==> config.mk <==
export PLATFORM = sky130hd
export DESIGN_NAME = offer_packet_parser
export DESIGN_NICKNAME = d
export VERILOG_FILES = /design/src/sv/opp_pkg.sv /design/src/sv/offer_packet_parser.sv /design/src/sv/opp_front.sv /design/src/sv/opp_queue.sv /design/src/sv/opp_back.sv
export VERILOG_INCLUDE_DIRS = /design/src /design/src/sv
export SDC_FILE = /design/constraint.sdc
export NUM_CORES = 1
export LEC_CHECK = 0
export ABC_CLOCK_PERIOD_IN_PS = 13900
export BUFFER_PORTS_ARGS = -buffer_cell sky130_fd_sc_hd__buf_2
export CORE_MARGIN = 2
export CORE_UTILIZATION = 27
export DETAILED_ROUTE_END_ITERATION = 10
export MAX_ROUTING_LAYER = met4
export PLACE_DENSITY_LB_ADDON = 0.05
export SYNTH_ARGS = -nofsm -noshare
export SYNTH_HDL_FRONTEND = slang
export SYNTH_HIERARCHICAL = 1
export SYNTH_SLANG_ARGS = --single-unit
export TNS_END_PERCENT = 5
==> constraint.sdc <==
create_clock -name clock -period 13.9 [get_ports clock]
set_clock_uncertainty 0.15 [all_clocks]
set_input_delay 0.695 -clock clock [delete_from_list [all_inputs] [get_ports clock]]
set_output_delay 0.695 -clock clock [all_outputs]
set_load 0.005 [all_outputs]
==> src/sv/offer_packet_parser_macros.svh <==
// Assertion macros for the offer packet parser.
// Used by the queue and the result sequencer; no other dependencies.
`ifndef OFFER_PACKET_PARSER_MACROS_SVH
`define OFFER_PACKET_PARSER_MACROS_SVH

`ifndef SYNTHESIS

`define OPP_ASSERT_IMPLY(lbl, clk, rst, ante, cons) \
   lbl: assert property (@(posedge clk) disable iff (rst) (ante) |-> (cons)) \
      else $error("offer packet parser check failed");

`define OPP_ASSERT_NEXT(lbl, clk, rst, ante, cons) \
   lbl: assert property (@(posedge clk) disable iff (rst) (ante) |=> (cons)) \
      else $error("offer packet parser check failed");

`else

`define OPP_ASSERT_IMPLY(lbl, clk, rst, ante, cons)

`define OPP_ASSERT_NEXT(lbl, clk, rst, ante, cons)

`endif

`endif

==> src/sv/opp_pkg.sv <==
// Types and constants shared by the offer packet parser modules.
// No dependencies.
package opp_pkg;

   localparam logic [7:0] SizeBytes = 8'd8;

   localparam logic [7:0] DeviceLimitReset = 8'd32;
   localparam logic [7:0] FileLimitReset   = 8'd64;
   localparam logic [7:0] FolderLimitReset = 8'd64;

   localparam logic [1:0] CSR_DEVICE_LIMIT = 2'd0;
   localparam logic [1:0] CSR_FILE_LIMIT   = 2'd1;
   localparam logic [1:0] CSR_FOLDER_LIMIT = 2'd2;

   localparam logic       KIND_CHAR    = 1'b0;
   localparam logic       KIND_VERDICT = 1'b1;

   localparam logic [1:0] STR_DEVICE = 2'd0;
   localparam logic [1:0] STR_FILE   = 2'd1;
   localparam logic [1:0] STR_FOLDER = 2'd2;

   localparam logic [1:0] ST_OK    = 2'd0;
   localparam logic [1:0] ST_HEAD  = 2'd1;
   localparam logic [1:0] ST_LIMIT = 2'd2;
   localparam logic [1:0] ST_TAIL  = 2'd3;

   typedef enum logic [11:0] {
      PH_SIZE      = 12'b0000_0000_0001,
      PH_DEV_LEN   = 12'b0000_0000_0010,
      PH_DEV_STR   = 12'b0000_0000_0100,
      PH_NAME_LEN  = 12'b0000_0000_1000,
      PH_NAME_STR  = 12'b0000_0001_0000,
      PH_FOLD_LEN  = 12'b0000_0010_0000,
      PH_FOLD_STR  = 12'b0000_0100_0000,
      PH_GIDX      = 12'b0000_1000_0000,
      PH_GCNT      = 12'b0001_0000_0000,
      PH_GTOT      = 12'b0010_0000_0000,
      PH_DONE      = 12'b0100_0000_0000,
      PH_FAIL      = 12'b1000_0000_0000
   } phase_type;

   typedef struct packed {
      logic [7:0] in_byte;
      logic       end_of_packet;
   } req_payload_type;

   typedef struct packed {
      logic        kind;
      logic [1:0]  string_field;
      logic [7:0]  char_index;
      logic [7:0]  char_value;
      logic [63:0] file_size;
      logic [7:0]  group_index;
      logic [7:0]  group_count;
      logic [63:0] group_total_bytes;
      logic [1:0]  status;
      logic        last_of_run;
   } rsp_payload_type;

   typedef struct packed {
      logic        has_char;
      logic        has_verdict;
      logic [1:0]  string_field;
      logic [7:0]  char_index;
      logic [7:0]  char_value;
      logic [63:0] file_size;
      logic [7:0]  group_index;
      logic [7:0]  group_count;
      logic [63:0] group_total_bytes;
      logic [1:0]  status;
   } entry_type;

   typedef struct packed {
      logic full;
      logic empty;
   } qstat_type;

endpackage

==> src/sv/offer_packet_parser.sv <==
// Offer packet parser top level. Accepts one packet byte per cycle while the queue
// is not full (req_stall); a byte's results pass through the queue and the rsp
// output register. A byte that ends both a string and the packet gives a character
// result, then a verdict; the QueueDepth-entry queue takes up that and rsp stalls.
// Reset (synchronous): clears parser state and queue, limits to 32, 64, 64.
// Depends on opp_pkg, opp_front, opp_queue and opp_back.
module offer_packet_parser #(
   parameter int QueueDepth = 4
) (
   input  logic                     clock,
   input  logic                     reset,
   input  logic                     csr_valid,
   output logic                     csr_ready,
   input  logic [1:0]               csr_index,
   input  logic [7:0]               csr_wdata,
   input  logic                     req_valid,
   output logic                     req_stall,
   input  opp_pkg::req_payload_type req_payload,
   output logic                     rsp_valid,
   input  logic                     rsp_stall,
   output opp_pkg::rsp_payload_type rsp_payload
);

   opp_pkg::qstat_type qstat;
   opp_pkg::entry_type push_entry, head;
   logic               push, pop;

   assign req_stall = qstat.full;

   opp_front u_front (
      .clock       (clock),
      .reset       (reset),
      .csr_valid   (csr_valid),
      .csr_ready   (csr_ready),
      .csr_index   (csr_index),
      .csr_wdata   (csr_wdata),
      .req_valid   (req_valid),
      .req_payload (req_payload),
      .qstat       (qstat),
      .push        (push),
      .push_entry  (push_entry)
   );

   opp_queue #(
      .Depth (QueueDepth)
   ) u_queue (
      .clock (clock),
      .reset (reset),
      .push  (push),
      .wdata (push_entry),
      .pop   (pop),
      .rdata (head),
      .qstat (qstat)
   );

   opp_back u_back (
      .clock       (clock),
      .reset       (reset),
      .head        (head),
      .qstat       (qstat),
      .pop         (pop),
      .rsp_valid   (rsp_valid),
      .rsp_stall   (rsp_stall),
      .rsp_payload (rsp_payload)
   );

endmodule

==> src/sv/opp_front.sv <==
// Front end of the offer packet parser: limit registers, byte parser, verdict.
// Depends on opp_pkg; pushes one entry per byte that yields results.
module opp_front (
   input  logic                     clock,
   input  logic                     reset,
   input  logic                     csr_valid,
   output logic                     csr_ready,
   input  logic [1:0]               csr_index,
   input  logic [7:0]               csr_wdata,
   input  logic                     req_valid,
   input  opp_pkg::req_payload_type req_payload,
   input  opp_pkg::qstat_type       qstat,
   output logic                     push,
   output opp_pkg::entry_type       push_entry
);

   logic [7:0]          dev_limit_ff, file_limit_ff, fold_limit_ff;
   opp_pkg::phase_type  phase_ff, phase_in;
   logic [7:0]          field_count_ff, field_count_in;
   logic [7:0]          string_length_ff, string_length_in;
   logic [63:0]         size_accum_ff, size_accum_in;
   logic [7:0]          group_slot_ff, group_slot_in;
   logic [7:0]          group_members_ff, group_members_in;
   logic [63:0]         group_accum_ff, group_accum_in;
   logic [1:0]          error_code_ff, error_code_in;

   logic                accept;
   logic [7:0]          in_b;
   logic [8:0]          count_next;
   logic [7:0]          len_limit;
   opp_pkg::phase_type  str_phase, skip_phase;
   logic [1:0]          status;
   logic [1:0]          str_field;

   assign csr_ready = 1'b1;
   assign accept    = req_valid && !qstat.full;
   assign in_b      = req_payload.in_byte;
   assign count_next = {1'b0, field_count_ff} + 9'd1;

   always_ff @(posedge clock) begin
      if (reset) begin
         dev_limit_ff  <= opp_pkg::DeviceLimitReset;
         file_limit_ff <= opp_pkg::FileLimitReset;
         fold_limit_ff <= opp_pkg::FolderLimitReset;
      end else if (csr_valid) begin
         case (csr_index)
            opp_pkg::CSR_DEVICE_LIMIT: dev_limit_ff  <= csr_wdata;
            opp_pkg::CSR_FILE_LIMIT:   file_limit_ff <= csr_wdata;
            opp_pkg::CSR_FOLDER_LIMIT: fold_limit_ff <= csr_wdata;
            default: ;
         endcase
      end
   end

   always_comb begin
      len_limit  = dev_limit_ff;
      str_phase  = opp_pkg::PH_DEV_STR;
      skip_phase = opp_pkg::PH_NAME_LEN;
      str_field  = opp_pkg::STR_DEVICE;
      unique case (phase_ff) inside
         opp_pkg::PH_NAME_LEN, opp_pkg::PH_NAME_STR: begin
            len_limit  = file_limit_ff;
            str_phase  = opp_pkg::PH_NAME_STR;
            skip_phase = opp_pkg::PH_FOLD_LEN;
            str_field  = opp_pkg::STR_FILE;
         end
         opp_pkg::PH_FOLD_LEN, opp_pkg::PH_FOLD_STR: begin
            len_limit  = fold_limit_ff;
            str_phase  = opp_pkg::PH_FOLD_STR;
            skip_phase = opp_pkg::PH_GIDX;
            str_field  = opp_pkg::STR_FOLDER;
         end
         default: ;
      endcase
   end

   always_comb begin
      phase_in         = phase_ff;
      field_count_in   = field_count_ff;
      string_length_in = string_length_ff;
      size_accum_in    = size_accum_ff;
      group_slot_in    = group_slot_ff;
      group_members_in = group_members_ff;
      group_accum_in   = group_accum_ff;
      error_code_in    = error_code_ff;
      push_entry       = '0;

      unique case (phase_ff) inside
         opp_pkg::PH_SIZE: begin
            size_accum_in[{field_count_ff[2:0], 3'b000} +: 8] =
               size_accum_ff[{field_count_ff[2:0], 3'b000} +: 8] | in_b;
            field_count_in = count_next[7:0];
            if (count_next >= {1'b0, opp_pkg::SizeBytes}) begin
               field_count_in = '0;
               phase_in       = opp_pkg::PH_DEV_LEN;
            end
         end
         opp_pkg::PH_DEV_LEN, opp_pkg::PH_NAME_LEN, opp_pkg::PH_FOLD_LEN: begin
            if (in_b > len_limit) begin
               phase_in      = opp_pkg::PH_FAIL;
               error_code_in = opp_pkg::ST_LIMIT;
            end else if (in_b == 8'd0) begin
               phase_in       = skip_phase;
               field_count_in = '0;
            end else begin
               string_length_in = in_b;
               field_count_in   = '0;
               phase_in         = str_phase;
            end
         end
         opp_pkg::PH_DEV_STR, opp_pkg::PH_NAME_STR, opp_pkg::PH_FOLD_STR: begin
            push_entry.has_char     = 1'b1;
            push_entry.string_field = str_field;
            push_entry.char_index   = field_count_ff;
            push_entry.char_value   = in_b;
            field_count_in          = count_next[7:0];
            if (count_next >= {1'b0, string_length_ff}) begin
               field_count_in = '0;
               phase_in       = skip_phase;
            end
         end
         opp_pkg::PH_GIDX: begin
            group_slot_in = in_b;
            phase_in      = opp_pkg::PH_GCNT;
         end
         opp_pkg::PH_GCNT: begin
            group_members_in = in_b;
            field_count_in   = '0;
            phase_in         = opp_pkg::PH_GTOT;
         end
         opp_pkg::PH_GTOT: begin
            group_accum_in[{field_count_ff[2:0], 3'b000} +: 8] =
               group_accum_ff[{field_count_ff[2:0], 3'b000} +: 8] | in_b;
            field_count_in = count_next[7:0];
            if (count_next >= {1'b0, opp_pkg::SizeBytes}) begin
               field_count_in = '0;
               phase_in       = opp_pkg::PH_DONE;
            end
         end
         default: ;
      endcase

      unique case (phase_in) inside
         opp_pkg::PH_FAIL:
            status = error_code_in;
         opp_pkg::PH_SIZE, opp_pkg::PH_DEV_LEN, opp_pkg::PH_DEV_STR,
         opp_pkg::PH_NAME_LEN, opp_pkg::PH_NAME_STR:
            status = opp_pkg::ST_HEAD;
         opp_pkg::PH_FOLD_LEN, opp_pkg::PH_DONE:
            status = opp_pkg::ST_OK;
         default:
            status = opp_pkg::ST_TAIL;
      endcase

      if (req_payload.end_of_packet) begin
         push_entry.has_verdict = 1'b1;
         push_entry.status      = status;
         if (status == opp_pkg::ST_OK) begin
            push_entry.file_size   = size_accum_in;
            push_entry.group_index = group_slot_in;
            push_entry.group_count = (group_members_in != 8'd0) ? group_members_in : 8'd1;
            push_entry.group_total_bytes =
               (group_accum_in != 64'd0) ? group_accum_in : size_accum_in;
         end
         phase_in         = opp_pkg::PH_SIZE;
         field_count_in   = '0;
         string_length_in = '0;
         size_accum_in    = '0;
         group_slot_in    = '0;
         group_members_in = '0;
         group_accum_in   = '0;
         error_code_in    = opp_pkg::ST_OK;
      end
   end

   assign push = accept && (push_entry.has_char || push_entry.has_verdict);

   always_ff @(posedge clock) begin
      if (reset) begin
         phase_ff         <= opp_pkg::PH_SIZE;
         field_count_ff   <= '0;
         string_length_ff <= '0;
         size_accum_ff    <= '0;
         group_slot_ff    <= '0;
         group_members_ff <= '0;
         group_accum_ff   <= '0;
         error_code_ff    <= opp_pkg::ST_OK;
      end else if (accept) begin
         phase_ff         <= phase_in;
         field_count_ff   <= field_count_in;
         string_length_ff <= string_length_in;
         size_accum_ff    <= size_accum_in;
         group_slot_ff    <= group_slot_in;
         group_members_ff <= group_members_in;
         group_accum_ff   <= group_accum_in;
         error_code_ff    <= error_code_in;
      end
   end

endmodule

==> src/sv/opp_queue.sv <==
// Short transaction queue between parser front end and result sequencer.
// Depends on opp_pkg and offer_packet_parser_macros.svh.
`include "offer_packet_parser_macros.svh"

module opp_queue #(
   parameter int Depth = 4
) (
   input  logic               clock,
   input  logic               reset,
   input  logic               push,
   input  opp_pkg::entry_type wdata,
   input  logic               pop,
   output opp_pkg::entry_type rdata,
   output opp_pkg::qstat_type qstat
);

   localparam int PtrW = (Depth > 1) ? $clog2(Depth) : 1;
   localparam int CntW = $clog2(Depth + 1);
   localparam logic [PtrW-1:0] LastSlot  = PtrW'(Depth - 1);
   localparam logic [CntW-1:0] FullCount = CntW'(Depth);

   opp_pkg::entry_type slot_ff [Depth];
   logic [PtrW-1:0]    wr_ptr_ff, wr_ptr_in;
   logic [PtrW-1:0]    rd_ptr_ff, rd_ptr_in;
   logic [CntW-1:0]    count_ff, count_in;

   assign qstat.full  = (count_ff == FullCount);
   assign qstat.empty = (count_ff == '0);
   assign rdata       = slot_ff[rd_ptr_ff];

   always_comb begin
      wr_ptr_in = wr_ptr_ff;
      rd_ptr_in = rd_ptr_ff;
      count_in  = count_ff;
      if (push) begin
         wr_ptr_in = (wr_ptr_ff == LastSlot) ? '0 : wr_ptr_ff + 1'b1;
      end
      if (pop) begin
         rd_ptr_in = (rd_ptr_ff == LastSlot) ? '0 : rd_ptr_ff + 1'b1;
      end
      if (push && !pop) begin
         count_in = count_ff + 1'b1;
      end else if (pop && !push) begin
         count_in = count_ff - 1'b1;
      end
   end

   always_ff @(posedge clock) begin
      if (reset) begin
         wr_ptr_ff <= '0;
         rd_ptr_ff <= '0;
         count_ff  <= '0;
      end else begin
         wr_ptr_ff <= wr_ptr_in;
         rd_ptr_ff <= rd_ptr_in;
         count_ff  <= count_in;
      end
   end

   always_ff @(posedge clock) begin
      if (push) begin
         slot_ff[wr_ptr_ff] <= wdata;
      end
   end

   `OPP_ASSERT_IMPLY(a_no_overflow, clock, reset, push, !qstat.full || pop)
   `OPP_ASSERT_IMPLY(a_no_underflow, clock, reset, pop, !qstat.empty)
   `OPP_ASSERT_IMPLY(a_count_bound, clock, reset, 1'b1, count_ff <= FullCount)

endmodule

==> src/sv/opp_back.sv <==
// Result sequencer: turns queued entries into string-byte and verdict results.
// Depends on opp_pkg and offer_packet_parser_macros.svh.
`include "offer_packet_parser_macros.svh"

module opp_back (
   input  logic                     clock,
   input  logic                     reset,
   input  opp_pkg::entry_type       head,
   input  opp_pkg::qstat_type       qstat,
   output logic                     pop,
   output logic                     rsp_valid,
   input  logic                     rsp_stall,
   output opp_pkg::rsp_payload_type rsp_payload
);

   logic                     rsp_valid_ff, rsp_valid_in;
   opp_pkg::rsp_payload_type rsp_data_ff, rsp_data_in;
   logic                     second_ff, second_in;
   logic                     load;

   assign load = !rsp_valid_ff || !rsp_stall;

   always_comb begin
      pop          = 1'b0;
      second_in    = second_ff;
      rsp_valid_in = rsp_valid_ff;
      rsp_data_in  = rsp_data_ff;
      if (load) begin
         rsp_valid_in = !qstat.empty;
         if (!qstat.empty) begin
            rsp_data_in = '0;
            if (head.has_char && !second_ff) begin
               rsp_data_in.kind         = opp_pkg::KIND_CHAR;
               rsp_data_in.string_field = head.string_field;
               rsp_data_in.char_index   = head.char_index;
               rsp_data_in.char_value   = head.char_value;
               rsp_data_in.last_of_run  = !head.has_verdict;
               if (head.has_verdict) begin
                  second_in = 1'b1;
               end else begin
                  pop = 1'b1;
               end
            end else begin
               rsp_data_in.kind              = opp_pkg::KIND_VERDICT;
               rsp_data_in.file_size         = head.file_size;
               rsp_data_in.group_index       = head.group_index;
               rsp_data_in.group_count       = head.group_count;
               rsp_data_in.group_total_bytes = head.group_total_bytes;
               rsp_data_in.status            = head.status;
               rsp_data_in.last_of_run       = 1'b1;
               pop       = 1'b1;
               second_in = 1'b0;
            end
         end
      end
   end

   always_ff @(posedge clock) begin
      if (reset) begin
         rsp_valid_ff <= 1'b0;
         second_ff    <= 1'b0;
      end else begin
         rsp_valid_ff <= rsp_valid_in;
         second_ff    <= second_in;
      end
   end

   always_ff @(posedge clock) begin
      rsp_data_ff <= rsp_data_in;
   end

   assign rsp_valid   = rsp_valid_ff;
   assign rsp_payload = rsp_data_ff;

   `OPP_ASSERT_IMPLY(a_verdict_last, clock, reset,
      rsp_valid_ff && rsp_data_ff.kind == opp_pkg::KIND_VERDICT, rsp_data_ff.last_of_run)
   `OPP_ASSERT_IMPLY(a_split_pending, clock, reset,
      second_ff, !qstat.empty && head.has_char && head.has_verdict)
   `OPP_ASSERT_IMPLY(a_char_then_verdict, clock, reset,
      rsp_valid_ff && rsp_data_ff.kind == opp_pkg::KIND_CHAR && !rsp_data_ff.last_of_run,
      second_ff)

endmodule
==> summary.txt <==
commonest non-fill, non-tap cells in the layout -> edfxtp_1 (830), nor2_1 (321), dfxtp_1 (205)
number of global-route vias before repair -> 27,040
Longest Clk Path Bufs -> 3
FF-to-FF path depth -> 19
die area -> 164,200 µm²
GPL Wtd Cong -> 0.8723
Post-CTS Setup Inserts -> 0
post-synthesis sequential area ratio -> 0.6697
RR Startpoint -> u_front/phase_ff[2]
DRC -> 0
EDFF count, synth -> 830
via count -> 26,230
failing checks -> capacitance limit, slew limit
drt via density -> 4.828
# rows -> 147
Cell Area, Synth -> 43,470 µm²
relative slew slack -> -0.006396
hold endpoint -> u_front/dev_limit_ff[0]
# hold bufs at CTS -> 5
drt first pass iters -> 7
maximum VDD drop -> 144.3 µV
Crit path required time -> 14.20 ns
Ports -> 193
CP Max Fanout -> 54
Post-Synth Adder-Cell Area -> 0.008521
hold path start -> csr_wdata[0]
most common cell after layout, fill and taps aside -> edfxtp_1
share of the synthesized area in the top cell type -> 0.5734
Die X -> 405.2 µm
Clock Latency Late Sink -> 0.77 ns
leakage power -> 17.21 nW
drt wl/cell -> 25.73 µm
WP data arrival -> 7.80 ns
pin count of the biggest net entering global routing -> 122
Ys Warns -> 6
Initial Utilization -> 0.2713
main combinational cell family by area after synthesis -> multiplexers
Synth Area per Inst -> 14.71 µm²
R2R setup slack -> 6.40 ns
CTS sink count -> 1,039
core area -> 160,200 µm²
Synth Register Bits -> 1,039
CTS tree -> done
ys async rst share -> 0
power per cell area -> 170.6 nW/µm²
Placed Cells -> 5,184
final std cells w/o fill -> 5,432
initial antenna violation count -> 8
library cells used by synthesis -> 77
Synth Flop Type -> edfxtp_1
Max Freq -> 133.3 MHz
Final TNS setup -> 0 ns
fin. max-slew vios -> 1
H-Tree Level Count -> 4
post_cts resized -> 0
initial DRC count -> 1,976
post-synthesis compound-gate area fraction -> 0.07153
first-pass GRT wire length -> 202,000 µm
detailed-route wire length -> 139,800 µm
hold path depth -> 3
Pwr Total -> 8.693 mW
GRT overflow -> 0
chip height -> 405.2 µm
multiplexer share of the synthesized area -> 0.1171
detailed placement HPWL -> 91,190 µm
Nets -> 3,215
syn_nets -> 3,008
XOR/XNOR Fraction of Synth Area -> 0.002821
clk slew on worst S/H paths -> 0.05 ns
Worst setup EP type -> register
Worst-Margin Slew -> 1.494 ns
Final Setup Violations -> 0
number of hold violations in the final report -> 0
Mapped Cells -> 2,955
Final ANT Viol Nets -> 0
simple-gate share of the synthesized area -> 0.1034
number of buffers created by CTS -> 131
synth top area cells -> edfxtp_1 (57%), mux4_2 (9.6%), dfxtp_1 (9.6%), a22oi_1 (2.8%), nor2_1 (2.8%)
Tcrit/Tclk final -> 0.5397
crit path time final -> 7.501 ns
Crit Path Category -> register to register
Yosys top cell by area -> edfxtp_1
CTS root buffer -> clkbuf_16
reg2reg end -> u_queue/slot_ff[2][76]
RSZ-0062 raised after global routing -> no
GRT Total Usage -> 0.1752
Max Cap Violations -> 1
worst hold path class -> input port to register
Layout area overhead -> 17.24%
fraction of layout cells with a size suffix above 1 -> 0.2111
CP Launch Type -> register
status -> complete, but fails checks
PortBufs -> 191
==> worst max path at each step <==
stage / startpoint / to / slack, ns / depth (start not counted)
final: u_front/phase_ff[2] / u_queue/slot_ff[2][76] / 6.40 / 19
after global routing: u_front/phase_ff[2] / u_queue/slot_ff[2][52] / 5.85 / 19
after CTS: u_front/phase_ff[2] / u_queue/slot_ff[0][48] / 6.27 / 19
after detailed placement: u_front/phase_ff[3] / u_queue/slot_ff[0][48] / 6.29 / 19
after global placement: u_front/phase_ff[2] / u_queue/slot_ff[0][43] / 6.47 / 19
after floorplan: rsp_stall / u_queue/count_ff[2] / 3.27 / 9
==> routing by layer <==
layer | up-vias | part of all wire | GRT usage
met1 | 13600 | 0.46 | 0.2347
met2 | 710 | 0.47 | 0.2757
met5 | - | 0 | -
met4 | 0 | 0.022 | 0.04517
met3 | 196 | 0.044 | 0.02981
li1 | 11730 | - | -
==> flip-flops by register name (all words and copies together) (netlist names), named ones only <==
signal and flops:
u_front/size_accum_ff 64, u_front/file_limit_ff 8, u_queue/count_ff 3, u_front/field_count_ff 8
u_back/rsp_payload 166, u_front/group_members_ff 8, u_front/group_accum_ff 64, u_front/fold_limit_ff 8
u_front/phase_ff 12, u_front/error_code_ff 2, u_queue/wr_ptr_ff 2, u_front/dev_limit_ff 8
u_back/second_ff 1, u_queue/rd_ptr_ff 2, u_front/string_length_ff 8, u_queue/slot_ff 664
u_front/group_slot_ff 8, u_back/rsp_valid 1
==> cell families (layout without fill, tap and decap cells) <==
group,count (synthesis),in the layout
other cells,1,4
fa+ha+maj,29,29
mux,273,273
flops,1039,1039
compound gates,481,481
xor+xnor,14,14
buf+inv,220,534
simple gates,898,898
==> critical path, stage by stage, from the launching register on <==
cell      delay (ns)
dfxtp_1         0.45
nor4_2          0.48
nand3b_1        0.33
or3_1           0.48
nor2_1          0.59
nor2_1          0.30
a21oi_1         0.24
ha_1            0.26
and4_1          0.22
nand4_1         0.09
o31ai_1         0.09
nor2_1          0.30
o41a_1          0.21
nand3_1         0.12
or4_4           0.47
o41a_1          0.48
o211ai_4        0.52
buf_4           0.45
buf_4           0.68
nor2_1          0.21
==> where the power goes <==
group | total [mW] | switching [mW] | leakage, nW | internal, mW
Sequential | 3.92 | 0.109 | 10.1 | 3.81
Combinational | 1.48 | 0.877 | 5.02 | 0.604
Clock | 3.30 | 1.36 | 2.04 | 1.94
Total | 8.69 | 2.35 | 17.2 | 6.35
==> synth_stat cells, types with 8 or more instances <==
| master | n |
|---|---|
| a22oi_1 | 162 |
| nor2b_1 | 78 |
| ha_1 | 28 |
| a21oi_1 | 125 |
| nand3b_1 | 10 |
| edfxtp_1 | 830 |
| and2_1 | 190 |
| buf_1 | 15 |
| xor2_1 | 8 |
| dfxtp_1 | 209 |
| o21ai_0 | 101 |
| nand2_1 | 160 |
| nor3_1 | 16 |
| and3_1 | 8 |
| buf_6 | 32 |
| nand4_1 | 14 |
| and4_1 | 9 |
| mux2i_1 | 64 |
| or3_1 | 9 |
| mux2_2 | 23 |
| a22o_1 | 15 |
| nand2b_1 | 10 |
| nand3_1 | 22 |
| buf_2 | 44 |
| clkbuf_1 | 89 |
| nor4_1 | 17 |
| mux4_2 | 186 |
| inv_1 | 27 |
| buf_4 | 10 |
| nor2_1 | 322 |
==> area by class of cell <==
cell class	count	area, µm²
inverters	29	111.4
flip-flops and latches	1039	29120
clock buffers	178	3546
well taps	2160	2703
multi-input cells	1696	13280
fillers	15890	109200
clock inverters	62	645.6
diodes	3	7.507
repair buffers	265	1543
==> stage by stage <==
step / instance area, µm² / hold slack [ns] / utilization / setup slack, ns
CTS: 50950 / 0.002267 / 0.3180 / 6.267
global placement: 46710 / 0.3290 / 0.2916 / 6.471
finish: 50960 / 0.07276 / 0.3181 / 6.399
floorplan: 43470 / 0.2859 / - / 3.266
detailed placement: 46710 / 0.3292 / 0.2916 / 6.286
global route: 50960 / 0.04299 / 0.3181 / 5.849
No activity file was read; power rests on OpenSTA's default activity.
